## src/design/sync_length_xor_frame_receiver_assert.svh

```systemverilog
// Assertion macros for the frame receiver.
// Each macro checks on the rising edge of clk_i and is held off while rst_ni is low.
`ifndef SYNC_LENGTH_XOR_FRAME_RECEIVER_ASSERT_SVH
`define SYNC_LENGTH_XOR_FRAME_RECEIVER_ASSERT_SVH
`ifndef SYNTHESIS
`define SXFR_ASSERT(lbl, prop, msg) \
  lbl: assert property (@(posedge clk_i) disable iff (!rst_ni) (prop)) else $error(msg);
`define SXFR_ASSERT_IMPL(lbl, ante, cons, msg) \
  lbl: assert property (@(posedge clk_i) disable iff (!rst_ni) (ante) |-> (cons)) \
    else $error(msg);
`else
`define SXFR_ASSERT(lbl, prop, msg)
`define SXFR_ASSERT_IMPL(lbl, ante, cons, msg)
`endif
`endif

```

## src/design/sxfr_pkg.sv

```systemverilog
// Shared types and constants for the sync/length/XOR frame receiver.
// No dependencies.
package sxfr_pkg;

  localparam int unsigned MaxPayload = 32;
  localparam int unsigned AddrW      = $clog2(MaxPayload);
  localparam int unsigned LenW       = $clog2(MaxPayload + 1);
  localparam int unsigned FrameLenW  = 6;
  localparam int unsigned ByteIdxW   = 5;

  localparam logic [7:0] SyncFirst     = 8'hAA;
  localparam logic [7:0] SyncSecond    = 8'h55;
  localparam logic [7:0] EnableTypeRst = 8'h11;

  // Register map, word index
  localparam logic [1:0] RegEnableType = 2'd0;

  typedef enum logic [2:0] {
    PhHunt   = 3'd0,
    PhSync2  = 3'd1,
    PhType   = 3'd2,
    PhLenHi  = 3'd3,
    PhLenLo  = 3'd4,
    PhData   = 3'd5,
    PhCheck  = 3'd6,
    PhEmit   = 3'd7
  } phase_e;

  typedef struct packed {
    logic [7:0]           frame_type;
    logic [FrameLenW-1:0] frame_len;
    logic [ByteIdxW-1:0]  byte_index;
    logic [7:0]           payload_byte;
    logic                 payload_valid;
    logic                 last;
    logic [7:0]           enable_mask;
  } result_t;

endpackage

```

## src/design/sxfr_ram.sv

```systemverilog
// Generic simple dual-port RAM: one write port, one registered read port.
// Standalone, no package dependency.
module sxfr_ram #(
  parameter int unsigned Width = 8,
  parameter int unsigned Depth = 32
) (
  input  logic                     clk_i,
  input  logic                     we_i,
  input  logic [$clog2(Depth)-1:0] waddr_i,
  input  logic [Width-1:0]         wdata_i,
  input  logic                     re_i,
  input  logic [$clog2(Depth)-1:0] raddr_i,
  output logic [Width-1:0]         rdata_o
);

  logic [Width-1:0] mem_q [Depth];
  logic [Width-1:0] rdata_q;

  always_ff @(posedge clk_i) begin
    if (we_i) begin
      mem_q[waddr_i] <= wdata_i;
    end
  end

  always_ff @(posedge clk_i) begin
    if (re_i) begin
      rdata_q <= mem_q[raddr_i];
    end
  end

  assign rdata_o = rdata_q;

endmodule

```

## src/design/sxfr_core.sv

```systemverilog
// Frame parser and result sequencer; stores payload bytes in the RAM, reads them back.
// Depends on sxfr_pkg and the assertion macro header.
`include "sync_length_xor_frame_receiver_assert.svh"

module sxfr_core (
  input  logic                   clk_i,
  input  logic                   rst_ni,
  input  logic                   in_valid_i,
  output logic                   in_stall_o,
  input  logic [7:0]             rx_byte_i,
  input  logic [7:0]             enable_msg_type_i,
  output logic                   ram_we_o,
  output logic [sxfr_pkg::AddrW-1:0] ram_waddr_o,
  output logic [7:0]             ram_wdata_o,
  output logic                   ram_re_o,
  output logic [sxfr_pkg::AddrW-1:0] ram_raddr_o,
  input  logic [7:0]             ram_rdata_i,
  output logic                   out_valid_o,
  input  logic                   out_stall_i,
  output sxfr_pkg::result_t      out_o
);

  sxfr_pkg::phase_e state_q, state_d;
  logic [7:0]                  type_q, type_d;
  logic [7:0]                  lenhi_q, lenhi_d;
  logic [sxfr_pkg::LenW-1:0]   len_q, len_d;
  logic [sxfr_pkg::LenW-1:0]   cnt_q, cnt_d;
  logic [sxfr_pkg::LenW-1:0]   rd_idx_q, rd_idx_d;
  logic [7:0]                  xor_q, xor_d;
  logic [7:0]                  mask_q, mask_d;
  logic                        ld_mask_q, ld_mask_d;
  logic                        pend_q, pend_d;
  logic [sxfr_pkg::AddrW-1:0]  pend_idx_q, pend_idx_d;
  logic                        pend_last_q, pend_last_d;
  logic                        out_valid_q, out_valid_d;
  sxfr_pkg::result_t           out_q, out_d;

  logic        in_acc, out_acc, out_free;
  logic [15:0] full_len;
  logic [7:0]  mask_new;
  logic [sxfr_pkg::LenW-1:0] cnt_inc, rd_inc;

  assign in_stall_o = (state_q == sxfr_pkg::PhEmit);
  assign in_acc     = in_valid_i && !in_stall_o;
  assign out_acc    = out_valid_q && !out_stall_i;
  assign out_free   = !out_valid_q || !out_stall_i;
  assign full_len   = {lenhi_q, rx_byte_i};
  assign cnt_inc    = cnt_q + 1'b1;
  assign rd_inc     = rd_idx_q + 1'b1;
  assign mask_new   = (ld_mask_q && (pend_idx_q == '0)) ? ram_rdata_i : mask_q;

  always_comb begin
    state_d     = state_q;
    type_d      = type_q;
    lenhi_d     = lenhi_q;
    len_d       = len_q;
    cnt_d       = cnt_q;
    rd_idx_d    = rd_idx_q;
    xor_d       = xor_q;
    mask_d      = mask_q;
    ld_mask_d   = ld_mask_q;
    pend_d      = 1'b0;
    pend_idx_d  = pend_idx_q;
    pend_last_d = pend_last_q;
    out_valid_d = out_acc ? 1'b0 : out_valid_q;
    out_d       = out_q;
    ram_we_o    = 1'b0;
    ram_waddr_o = cnt_q[sxfr_pkg::AddrW-1:0];
    ram_wdata_o = rx_byte_i;
    ram_re_o    = 1'b0;
    ram_raddr_o = rd_idx_q[sxfr_pkg::AddrW-1:0];

    case (state_q)
      sxfr_pkg::PhSync2: begin
        if (in_acc) begin
          state_d = (rx_byte_i == sxfr_pkg::SyncSecond) ? sxfr_pkg::PhType : sxfr_pkg::PhHunt;
        end
      end
      sxfr_pkg::PhType: begin
        if (in_acc) begin
          type_d  = rx_byte_i;
          xor_d   = rx_byte_i;
          state_d = sxfr_pkg::PhLenHi;
        end
      end
      sxfr_pkg::PhLenHi: begin
        if (in_acc) begin
          lenhi_d = rx_byte_i;
          xor_d   = xor_q ^ rx_byte_i;
          state_d = sxfr_pkg::PhLenLo;
        end
      end
      sxfr_pkg::PhLenLo: begin
        if (in_acc) begin
          xor_d = xor_q ^ rx_byte_i;
          cnt_d = '0;
          len_d = full_len[sxfr_pkg::LenW-1:0];
          if (full_len == 16'd0) begin
            state_d = sxfr_pkg::PhCheck;
          end else if (full_len <= 16'(sxfr_pkg::MaxPayload)) begin
            state_d = sxfr_pkg::PhData;
          end else begin
            // oversize: drop silently
            state_d = sxfr_pkg::PhHunt;
          end
        end
      end
      sxfr_pkg::PhData: begin
        if (in_acc) begin
          ram_we_o = 1'b1;
          cnt_d    = cnt_inc;
          xor_d    = xor_q ^ rx_byte_i;
          if (cnt_inc == len_q) begin
            state_d = sxfr_pkg::PhCheck;
          end
        end
      end
      sxfr_pkg::PhCheck: begin
        if (in_acc) begin
          if (rx_byte_i == xor_q) begin
            ld_mask_d = (type_q == enable_msg_type_i) && (len_q != '0);
            rd_idx_d  = '0;
            state_d   = sxfr_pkg::PhEmit;
          end else begin
            state_d = sxfr_pkg::PhHunt;
          end
        end
      end
      sxfr_pkg::PhEmit: begin
        if (len_q == '0) begin
          // empty frame: one result straight from the registers
          if (out_free) begin
            out_valid_d         = 1'b1;
            out_d.frame_type    = type_q;
            out_d.frame_len     = '0;
            out_d.byte_index    = '0;
            out_d.payload_byte  = '0;
            out_d.payload_valid = 1'b0;
            out_d.last          = 1'b1;
            out_d.enable_mask   = mask_q;
            state_d             = sxfr_pkg::PhHunt;
          end
        end else begin
          if (!pend_q && out_free && (rd_idx_q < len_q)) begin
            ram_re_o    = 1'b1;
            rd_idx_d    = rd_inc;
            pend_d      = 1'b1;
            pend_idx_d  = rd_idx_q[sxfr_pkg::AddrW-1:0];
            pend_last_d = (rd_inc == len_q);
          end
          if (pend_q) begin
            mask_d              = mask_new;
            out_valid_d         = 1'b1;
            out_d.frame_type    = type_q;
            out_d.frame_len     = sxfr_pkg::FrameLenW'(len_q);
            out_d.byte_index    = sxfr_pkg::ByteIdxW'(pend_idx_q);
            out_d.payload_byte  = ram_rdata_i;
            out_d.payload_valid = 1'b1;
            out_d.last          = pend_last_q;
            out_d.enable_mask   = mask_new;
            if (pend_last_q) begin
              state_d = sxfr_pkg::PhHunt;
            end
          end
        end
      end
      default: begin
        if (in_acc) begin
          state_d = (rx_byte_i == sxfr_pkg::SyncFirst) ? sxfr_pkg::PhSync2 : sxfr_pkg::PhHunt;
        end
      end
    endcase
  end

  always_ff @(posedge clk_i or negedge rst_ni) begin
    if (!rst_ni) begin
      state_q     <= sxfr_pkg::PhHunt;
      type_q      <= '0;
      lenhi_q     <= '0;
      len_q       <= '0;
      cnt_q       <= '0;
      rd_idx_q    <= '0;
      xor_q       <= '0;
      mask_q      <= '0;
      ld_mask_q   <= 1'b0;
      pend_q      <= 1'b0;
      pend_idx_q  <= '0;
      pend_last_q <= 1'b0;
      out_valid_q <= 1'b0;
    end else begin
      state_q     <= state_d;
      type_q      <= type_d;
      lenhi_q     <= lenhi_d;
      len_q       <= len_d;
      cnt_q       <= cnt_d;
      rd_idx_q    <= rd_idx_d;
      xor_q       <= xor_d;
      mask_q      <= mask_d;
      ld_mask_q   <= ld_mask_d;
      pend_q      <= pend_d;
      pend_idx_q  <= pend_idx_d;
      pend_last_q <= pend_last_d;
      out_valid_q <= out_valid_d;
    end
  end

  always_ff @(posedge clk_i) begin
    out_q <= out_d;
  end

  assign out_valid_o = out_valid_q;
  assign out_o       = out_q;

  `SXFR_ASSERT_IMPL(a_pend_slot_free, pend_q, !out_valid_q, "read data arrives with output slot full")
  `SXFR_ASSERT_IMPL(a_no_read_overlap, ram_re_o, !pend_q, "RAM read issued while one is pending")
  `SXFR_ASSERT_IMPL(a_data_in_range, in_acc && (state_q == sxfr_pkg::PhData), cnt_q < len_q, "payload byte beyond frame length")
  `SXFR_ASSERT_IMPL(a_no_write_in_emit, state_q == sxfr_pkg::PhEmit, !ram_we_o, "RAM written during result readout")
  `SXFR_ASSERT_IMPL(a_last_index, out_valid_q && out_q.last && out_q.payload_valid, (6'(out_q.byte_index) + 6'd1) == out_q.frame_len, "last flag on wrong byte")

endmodule

```

## src/design/sync_length_xor_frame_receiver.sv

```systemverilog
// Top level of the sync/length/XOR frame receiver: APB register, parser core, payload RAM.
// Depends on sxfr_pkg, sxfr_core and sxfr_ram.
//
//   channel  | handshake                 | payload
//   ---------+---------------------------+---------------------------------------------
//   input    | in_valid_i / in_stall_o   | rx_byte_i
//   output   | out_valid_o / out_stall_i | frame_type_o .. enable_mask_o (seven fields)
//   config   | psel, penable, pwrite     | paddr, pwdata, prdata, pready
//
// Parsing takes one cycle per received byte while in_stall_o is low; the payload is written to
// the RAM as it arrives. After a matching checksum the input is stalled while results are read
// via the single registered read port; a read waits until the previous byte is registered.
// A zero-length frame's one result needs no RAM read. Reset clears all control state and the
// enable mask; the RAM is not cleared, as a byte is only read after it is written in its frame.
// A stalled result holds in the output register while parsing of the next frame carries on.
module sync_length_xor_frame_receiver (
  input  logic        clk_i,
  input  logic        rst_ni,
  input  logic        in_valid_i,
  output logic        in_stall_o,
  input  logic [7:0]  rx_byte_i,
  output logic        out_valid_o,
  input  logic        out_stall_i,
  output logic [7:0]  frame_type_o,
  output logic [5:0]  frame_len_o,
  output logic [4:0]  byte_index_o,
  output logic [7:0]  payload_byte_o,
  output logic        payload_valid_o,
  output logic        last_o,
  output logic [7:0]  enable_mask_o,
  input  logic        psel,
  input  logic        penable,
  input  logic        pwrite,
  input  logic [3:0]  paddr,
  input  logic [31:0] pwdata,
  output logic [31:0] prdata,
  output logic        pready
);

  logic [7:0]                 enable_type_q;
  logic                       ram_we, ram_re;
  logic [sxfr_pkg::AddrW-1:0] ram_waddr, ram_raddr;
  logic [7:0]                 ram_wdata, ram_rdata;
  sxfr_pkg::result_t          res;

  assign pready = 1'b1;

  always_ff @(posedge clk_i or negedge rst_ni) begin
    if (!rst_ni) begin
      enable_type_q <= sxfr_pkg::EnableTypeRst;
    end else if (psel && penable && pwrite && (paddr[3:2] == sxfr_pkg::RegEnableType)) begin
      enable_type_q <= pwdata[7:0];
    end
  end

  always_comb begin
    case (paddr[3:2])
      sxfr_pkg::RegEnableType: prdata = {24'd0, enable_type_q};
      default:                 prdata = '0;
    endcase
  end

  sxfr_core u_core (
    .clk_i             (clk_i),
    .rst_ni            (rst_ni),
    .in_valid_i        (in_valid_i),
    .in_stall_o        (in_stall_o),
    .rx_byte_i         (rx_byte_i),
    .enable_msg_type_i (enable_type_q),
    .ram_we_o          (ram_we),
    .ram_waddr_o       (ram_waddr),
    .ram_wdata_o       (ram_wdata),
    .ram_re_o          (ram_re),
    .ram_raddr_o       (ram_raddr),
    .ram_rdata_i       (ram_rdata),
    .out_valid_o       (out_valid_o),
    .out_stall_i       (out_stall_i),
    .out_o             (res)
  );

  sxfr_ram #(
    .Width (8),
    .Depth (sxfr_pkg::MaxPayload)
  ) u_ram (
    .clk_i   (clk_i),
    .we_i    (ram_we),
    .waddr_i (ram_waddr),
    .wdata_i (ram_wdata),
    .re_i    (ram_re),
    .raddr_i (ram_raddr),
    .rdata_o (ram_rdata)
  );

  assign frame_type_o    = res.frame_type;
  assign frame_len_o     = res.frame_len;
  assign byte_index_o    = res.byte_index;
  assign payload_byte_o  = res.payload_byte;
  assign payload_valid_o = res.payload_valid;
  assign last_o          = res.last;
  assign enable_mask_o   = res.enable_mask;

endmodule
```

## config.mk

```make
export PLATFORM = sky130hd
export DESIGN_NAME = sync_length_xor_frame_receiver
export DESIGN_NICKNAME = d
export VERILOG_FILES = /design/src/design/sxfr_pkg.sv /design/src/design/sxfr_ram.sv /design/src/design/sxfr_core.sv /design/src/design/sync_length_xor_frame_receiver.sv
export VERILOG_INCLUDE_DIRS = /design/src /design/src/design
export SDC_FILE = /design/constraint.sdc
export NUM_CORES = 1
export LEC_CHECK = 0
export BUFFER_PORTS_ARGS = -buffer_cell sky130_fd_sc_hd__buf_2
export CAP_MARGIN = 20
export CORE_MARGIN = 2
export CORE_UTILIZATION = 60
export CTS_CLUSTER_DIAMETER = 50
export CTS_CLUSTER_SIZE = 40
export DETAILED_ROUTE_END_ITERATION = 10
export PLACE_DENSITY = 0.8
export SETUP_SLACK_MARGIN = 0.5
export SLEW_MARGIN = 10
export SYNTH_ARGS = -nofsm -noshare
export SYNTH_HDL_FRONTEND = slang
export SYNTH_HIERARCHICAL = 1
export SYNTH_SLANG_ARGS = --single-unit
```

## constraint.sdc

```tcl
create_clock -name clk_i -period 4.1 [get_ports clk_i]
set_input_delay 0.205 -clock clk_i [delete_from_list [all_inputs] [get_ports clk_i]]
set_output_delay 0.205 -clock clk_i [all_outputs]
set_load 0.005 [all_outputs]
```

* Word level (Yosys, flattened, before mapping)
Memory sizes are Yosys's and may differ from the RTL's. A register that Yosys moved wholly into a read port is not among the register bits.
Cells that the tools add are included.
** Storage, ports and cells
- Bits in registers :: 107
- Bits in writable memories :: 256
- Input port bits :: 51
- Output and inout bits :: 72
- Word-level logic and storage cells :: 138
- Memories kept :: 1
** Memory list
- u_ram.mem_q :: words 32, bits a word 8, read ports 1, clocked after memory_dff 1, wr ports 1, RTL line sxfr_ram.sv:16 : logic [Width-1:0] mem_q [Depth];
** Operators by class
- $add $sub $neg :: 2
- $lt $le $gt $ge :: 2
- Equality and inequality tests :: 28
- Muxes and demuxes :: 46
- Bitwise operators :: 2
- Reduce and logical (&&, ||, !) cells :: 36
** Operators with widths (number)
- 37-bit 2-to-1 mux :: 3
- 3-bit 2-to-1 mux :: 15
- 6-bit 2-to-1 mux :: 6
- 8-bit 2-to-1 mux :: 4
- 6-bit one-hot mux with 2 select lines :: 2
- 3-bit one-hot mux with 7 select lines :: 1
- 2-bit by 1-bit != test with 1-bit output, second input constant :: 10
- 3-bit AND reduction :: 6
- 8-bit equality test :: 2
- 16-bit by 6-bit <= comparator with 1-bit output, second input constant :: 1
- 16-bit zero test :: 1
- 8-bit one-hot mux with 2 select lines :: 1
- 1-bit 2-to-1 mux :: 13
- 6-bit by 1-bit adder with 6-bit output, second input constant :: 2
- 3-bit equality test, second input constant :: 4
- 6-bit equality test :: 2
- 11-bit AND reduction :: 1
- 2-bit nonzero test :: 5
- 1-bit logical AND :: 9
- 3-bit != test, second input constant :: 3
- 8-bit by 7-bit equality test with 1-bit output, second input constant :: 1
- 8-bit equality test, second input constant :: 1
- 8-bit bitwise XOR :: 1
- 3-bit by 2-bit equality test with 1-bit output, second input constant :: 2
- other kinds (14) :: 20

* Logic depth before layout (Yosys ltp)
- Depth after elaboration :: 7
- Mapped depth :: 8
- Gate-level depth less buffers :: 7

* Modules after synthesis
Netlist, hierarchy kept.
** Modules (own cells, without submodules)
- sxfr_ram :: times used 1, cells an instance 417, area each 10133.5 um2, sequential area each 7927.6 um2
- sxfr_core :: times used 1, cells an instance 408, area each 4822.1 um2, sequential area each 2662.6 um2
- sync_length_xor_frame_receiver :: times used 1, cells an instance 53, area each 580.6 um2, sequential area each 202.7 um2

* Worst setup path after synthesis
OpenSTA, ideal clock, no wires.
- Path kind :: register to register
- Start :: register u_core/len_q[0] (netlist bit)
- End :: register u_core.out_q, in the netlist u_core/out_o[0], enable pin
- Library setup time :: 0.431 ns
- Data arrival time :: 2.714 ns
- Required time :: 3.669 ns
- Slack :: 0.955 ns
- Cell stages (with the launch flop) :: 5
- Path buffers :: 0
- Clock period less this slack :: 3.145 ns
- Cell sequence :: dfrtp_1 > nor4_1 > and2_1 > mux2i_1 > nor2_1
** On the way
- Word-level cells in the longest chain between the ends :: 3
- Elaborated cells on any way between the ends :: 4
- Classes of those cells :: 1 x eq/ne; 3 x reduce/logical
** Ends and longest elaborated chain
- start: declaration :: RTL line sxfr_core.sv:26 : logic [sxfr_pkg::LenW-1:0] len_q, len_d;
- start signal: assignment :: RTL line sxfr_core.sv:194 : len_q <= len_d;
- 6-bit zero test (*) :: RTL line sxfr_core.sv:130 : if (len_q == '0) begin
- 2-bit by 1-bit != test with 1-bit output (no line) or 2-bit nonzero test (tied branches)
- 3-bit AND reduction (no line) (*)
- end signal: assignment :: RTL line sxfr_core.sv:208 : out_q <= out_d;
- end: declaration :: RTL line sxfr_core.sv:36 : sxfr_pkg::result_t out_q, out_d;
Every way passes the cells marked *; elsewhere a longest branch is shown, timed or not.
A chain may end at the register's enable or synchronous reset.

* Worst setup path in the final report
- Start :: register u_core/rd_idx_q[2] (netlist bit)
- End :: register u_ram.rdata_q[3], in the netlist u_ram/rdata_o[3], read port of u_ram.mem_q, data pin
** On the way
- Word-level cells in the longest chain between the ends :: 5
** Ends and longest elaborated chain
- start: declaration :: RTL line sxfr_core.sv:28 : logic [sxfr_pkg::LenW-1:0] rd_idx_q, rd_idx_d;
- start signal: assignment :: RTL line sxfr_core.sv:196 : rd_idx_q <= rd_idx_d;
- 6-bit less-than comparator :: RTL line sxfr_core.sv:144 : if (!pend_q && out_free && (rd_idx_q < len_q)) begin
- 1-bit logical AND :: RTL line sxfr_core.sv:144
- 1-bit 2-to-1 mux :: RTL line sxfr_core.sv:144
- 1-bit 2-to-1 mux :: RTL line sxfr_core.sv:130
- 1-bit 2-to-1 mux :: RTL line sxfr_core.sv:73 : case (state_q)
- end: declaration :: RTL line sxfr_ram.sv:17 : logic [Width-1:0] rdata_q;
Parallel ways exist; a longest one is shown, timed or not.

==> results.toml <==
[finish]
syn_to_final_growth_pct = 10.2
final_nets = 997
final_util_pct = 67.6
antennaDiodeCount = 0
drive_above_1_share_pct = 30.2
design_area_um2 = 17100

[setup_path]
path_cells = "buf_12 -> mux4_2 -> mux4_2 -> mux2_2"
path_class = "flip-flop to flip-flop"
cp_common_cell = "mux4_2"
cp-end-kind = "flip-flop"
critPathBufInv = 1
required_ns = 4.41
cp_slowest_stage_delay_ns = 1.04
crit_family = "multiplexers"
worstPathMaxFanout = 40
ff2ff_path_depth = 4
reg2reg_to = "u_ram/rdata_o[3]$_DFFE_PP_"
r2r-start = "u_core/rd_idx_q[2]$_DFFE_PN0P_"
ff2ff_setup_slack_ns = 1.24
cp_slowest_cell = "dfrtp_2"
cp-startpoint = "u_core/rd_idx_q[2]$_DFFE_PN0P_"
cp-start-kind = "flip-flop"
worstPathArrival_ns = 3.17

[drt]
first_iter_violations = 826
wl_per_cell_um = 23.6
via_count = 7984
ant_nets = 0
drc = 0
routed_wl_um = 30400
first_pass_iters = 5
vias_per_cell = 6.19

[sta]
max_freq_mhz = 349
slew_violations = 0
worst_pin_slew_ns = 1.01
holdWs_ns = 0.0573
relSlewSlack_pct = 33.0
finalHoldViolCount = 0
final.period_utilization_pct = 69.8
tns_ns = 0
finalCriticalPeriod_ns = 2.86
finalSetupViolCount = 0
rsz0062_at_grt = "false"
fin_skew_ns = 0.0143

[place]
dpl_cell_area_um2 = 16000
gp_congestion = 0.784
port_buffers = 71
hpwlAfterDp_um = 18200

[floorplan]
row_count = 58
ios = 123
fp.dieH_um = 165
core-area_um2 = 25300
initial_core_util_pct = 61.3
die_width_um = 165
dieArea_um2 = 27200

[power]
p_clk_share_pct = 28.4
power.switching_mw = 3.29
p_comb_share_pct = 25.2
p_per_area_nw_per_um2 = 625
peakVddDrop_uv = 454
swShare_pct = 30.8
seqPwrFrac_pct = 46.4
leakage_nw = 5.89
internal-power_mw = 7.41

[clock_tree]
clock_latency_ns = 0.55
cts_tree = "done"
cts_sinks = 371
clock-root-buffer = "clkbuf_16"
cts_made_buffers = 29
postCtsSetupBuffers = 0
htreeDepth = 1
clockBufferDepth = 3
clk_pin_slew_ns = 0.08

[synthesis]
yosysUniqueCellTypes = 60
ys.flop_type = "edfxtp_1"
synth_area_leader_cell = "edfxtp_1"
synthArstFlopShare_pct = 18.9
ys_top_cells_by_area = "edfxtp_1, mux4_2, dfrtp_1"
synth-seq-area-share_pct = 69.5
netlist_instances = 878
synth.avg_cell_area_um2 = 17.7
synth_area_um2 = 15500
ys_seq_elements = 371
synth-edff-count = 301
synth_top_area_share_pct = 58.2
synth_warnings = 6

[global_routing]
grt_pass1_vias = 7888
grt_max_degree = 45
antenna_found_initial = 0
grt_pass1_wl_um = 46900
grt_overflow_total = 0
grtUsageTotal_pct = 23.2

[worst_hold_path]
hold_start = "out_stall_i"
hold_end = "u_core/out_valid_o$_DFF_PN0_"
min_path_type = "input pin to flip-flop"
min_path_cells = 3

[status]
outcome = "completed"

[flow_run]
cap_violations = 0
## state kept, by name, summed over array words and instances (netlist names)
| signal | count |
|---|---|
| u_core/out_o | 37 |
| enable_type_q | 8 |
| u_ram/mem_q | 256 |
| u_core/lenhi_q | 8 |
| u_core/pend_idx_q | 5 |
| u_core/cnt_q | 6 |
| u_core/type_q | 8 |
| u_core/len_q | 6 |
| u_core/ld_mask_q | 1 |
| u_core/out_valid_o | 1 |
| u_core/mask_q | 8 |
| u_core/state_q | 3 |
| u_core/pend_last_q | 1 |
| u_core/xor_q | 8 |
| u_core/rd_idx_q | 6 |
| u_core/pend_q | 1 |
| u_ram/rdata_o | 8 |
## worst max path at each step
stage               depth (start not counted)                    endpoint
floorplan                                   4   u_core/out_o[0]$_DFFE_PP_
global route                                6  u_ram/rdata_o[7]$_DFFE_PP_
CTS                                         4  u_ram/rdata_o[3]$_DFFE_PP_
global placement                            4  u_ram/rdata_o[3]$_DFFE_PP_
finish                                      4  u_ram/rdata_o[3]$_DFFE_PP_
detailed placement                          4  u_ram/rdata_o[3]$_DFFE_PP_
## final cells by class
class,count,area (um2)
sequential,371,10800
fill,1554,8200
multi-input combinational,432,4260
clock buffer,31,733
timing repair buffer,91,556
tap,330,413
clock inverter,22,314
inverter,13,48.8
## per-layer routing
layer	vias to the layer above	global-route usage, %	routed length (um)
met2	367	39.4	15700
met5	-	0	0
met4	0	4.90	446
met3	39	3.37	2190
met1	4120	32.6	12000
li1	3458	-	-
## cells in the mapped netlist, drive strengths merged (3+ instances only)
cell type    n
nor4         5
nand3       14
nor2        42
mux2i        4
o211ai       3
nand4        6
nor2b        3
dfrtp       68
clkbuf      27
and2        23
ha           8
buf         58
o21ai       21
a21oi       13
edfxtp     301
mux2        52
or3          5
nand3b       6
a2bb2oi      3
xor2        21
or3b         3
or4          3
nor3        10
xnor2       19
nand2       36
mux4        80
inv         13
and3         3
## power by group through the flow
stage | registers (mW) | logic, mW | clock network, mW
after floorplan | 4.72 | 2.28 | 0
after global placement | 5.03 | 2.58 | 0
after detailed placement | 5.04 | 2.65 | 0
after CTS | 4.97 | 2.71 | 3.09
after global routing | 5.03 | 2.90 | 3.22
final | 4.97 | 2.70 | 3.04
## metrics by stage
stage	std cells	total power, mW	worst slack (ns)
final	1290	10.7	1.24
after global routing	1290	11.2	1.18
after detailed placement	1227	7.69	1.25
after floorplan	901	7.00	0.955
after CTS	1290	10.8	1.22
after global placement	1227	7.61	1.25
## kinds of logic after synthesis
group / share of synthesized area, %
muxes: 15.6
DFF: 69.5
and+or+nand+nor: 5.94
buffers and inverters: 3.71
adders and majority gates: 0.644
AOI/OAI and AO/OA: 2.31
other: 0.0483
xor gates and xnor gates: 2.25
## cell usage in the layout (no fill, tap or decap), drive strengths merged, types with 3 or more instances in the layout
cell / n
conb: 25
xnor2: 19
and2: 23
clkinv: 3
o21ai: 21
and3: 3
nand2: 36
a2bb2oi: 3
dlygate4sd3: 10
nor2: 42
or4: 3
or3b: 3
or3: 5
ha: 8
nand4: 6
mux4: 80
edfxtp: 301
nand3: 14
mux2i: 4
dfrtp: 68
clkbuf: 31
o211ai: 3
a21oi: 13
mux2: 52
nor3: 10
nand3b: 6
buf: 81
nor2b: 3
xor2: 21
nor4: 5
inv: 29
## repair_timing
item | 4_1_cts | 5_1_grt
hold buffers | 10 | 0
resized for setup | 0 | 0
endpoints found under the hold margin | 35 | 0
## tightest hold or removal path, delay by kind of cell
kind | cells | cell delay [ns]
compound gates | 1 | 0.14
buf+inv | 1 | 0.07
simple gates | 1 | 0.14
Note: power is estimated with default switching activity, not from simulation.
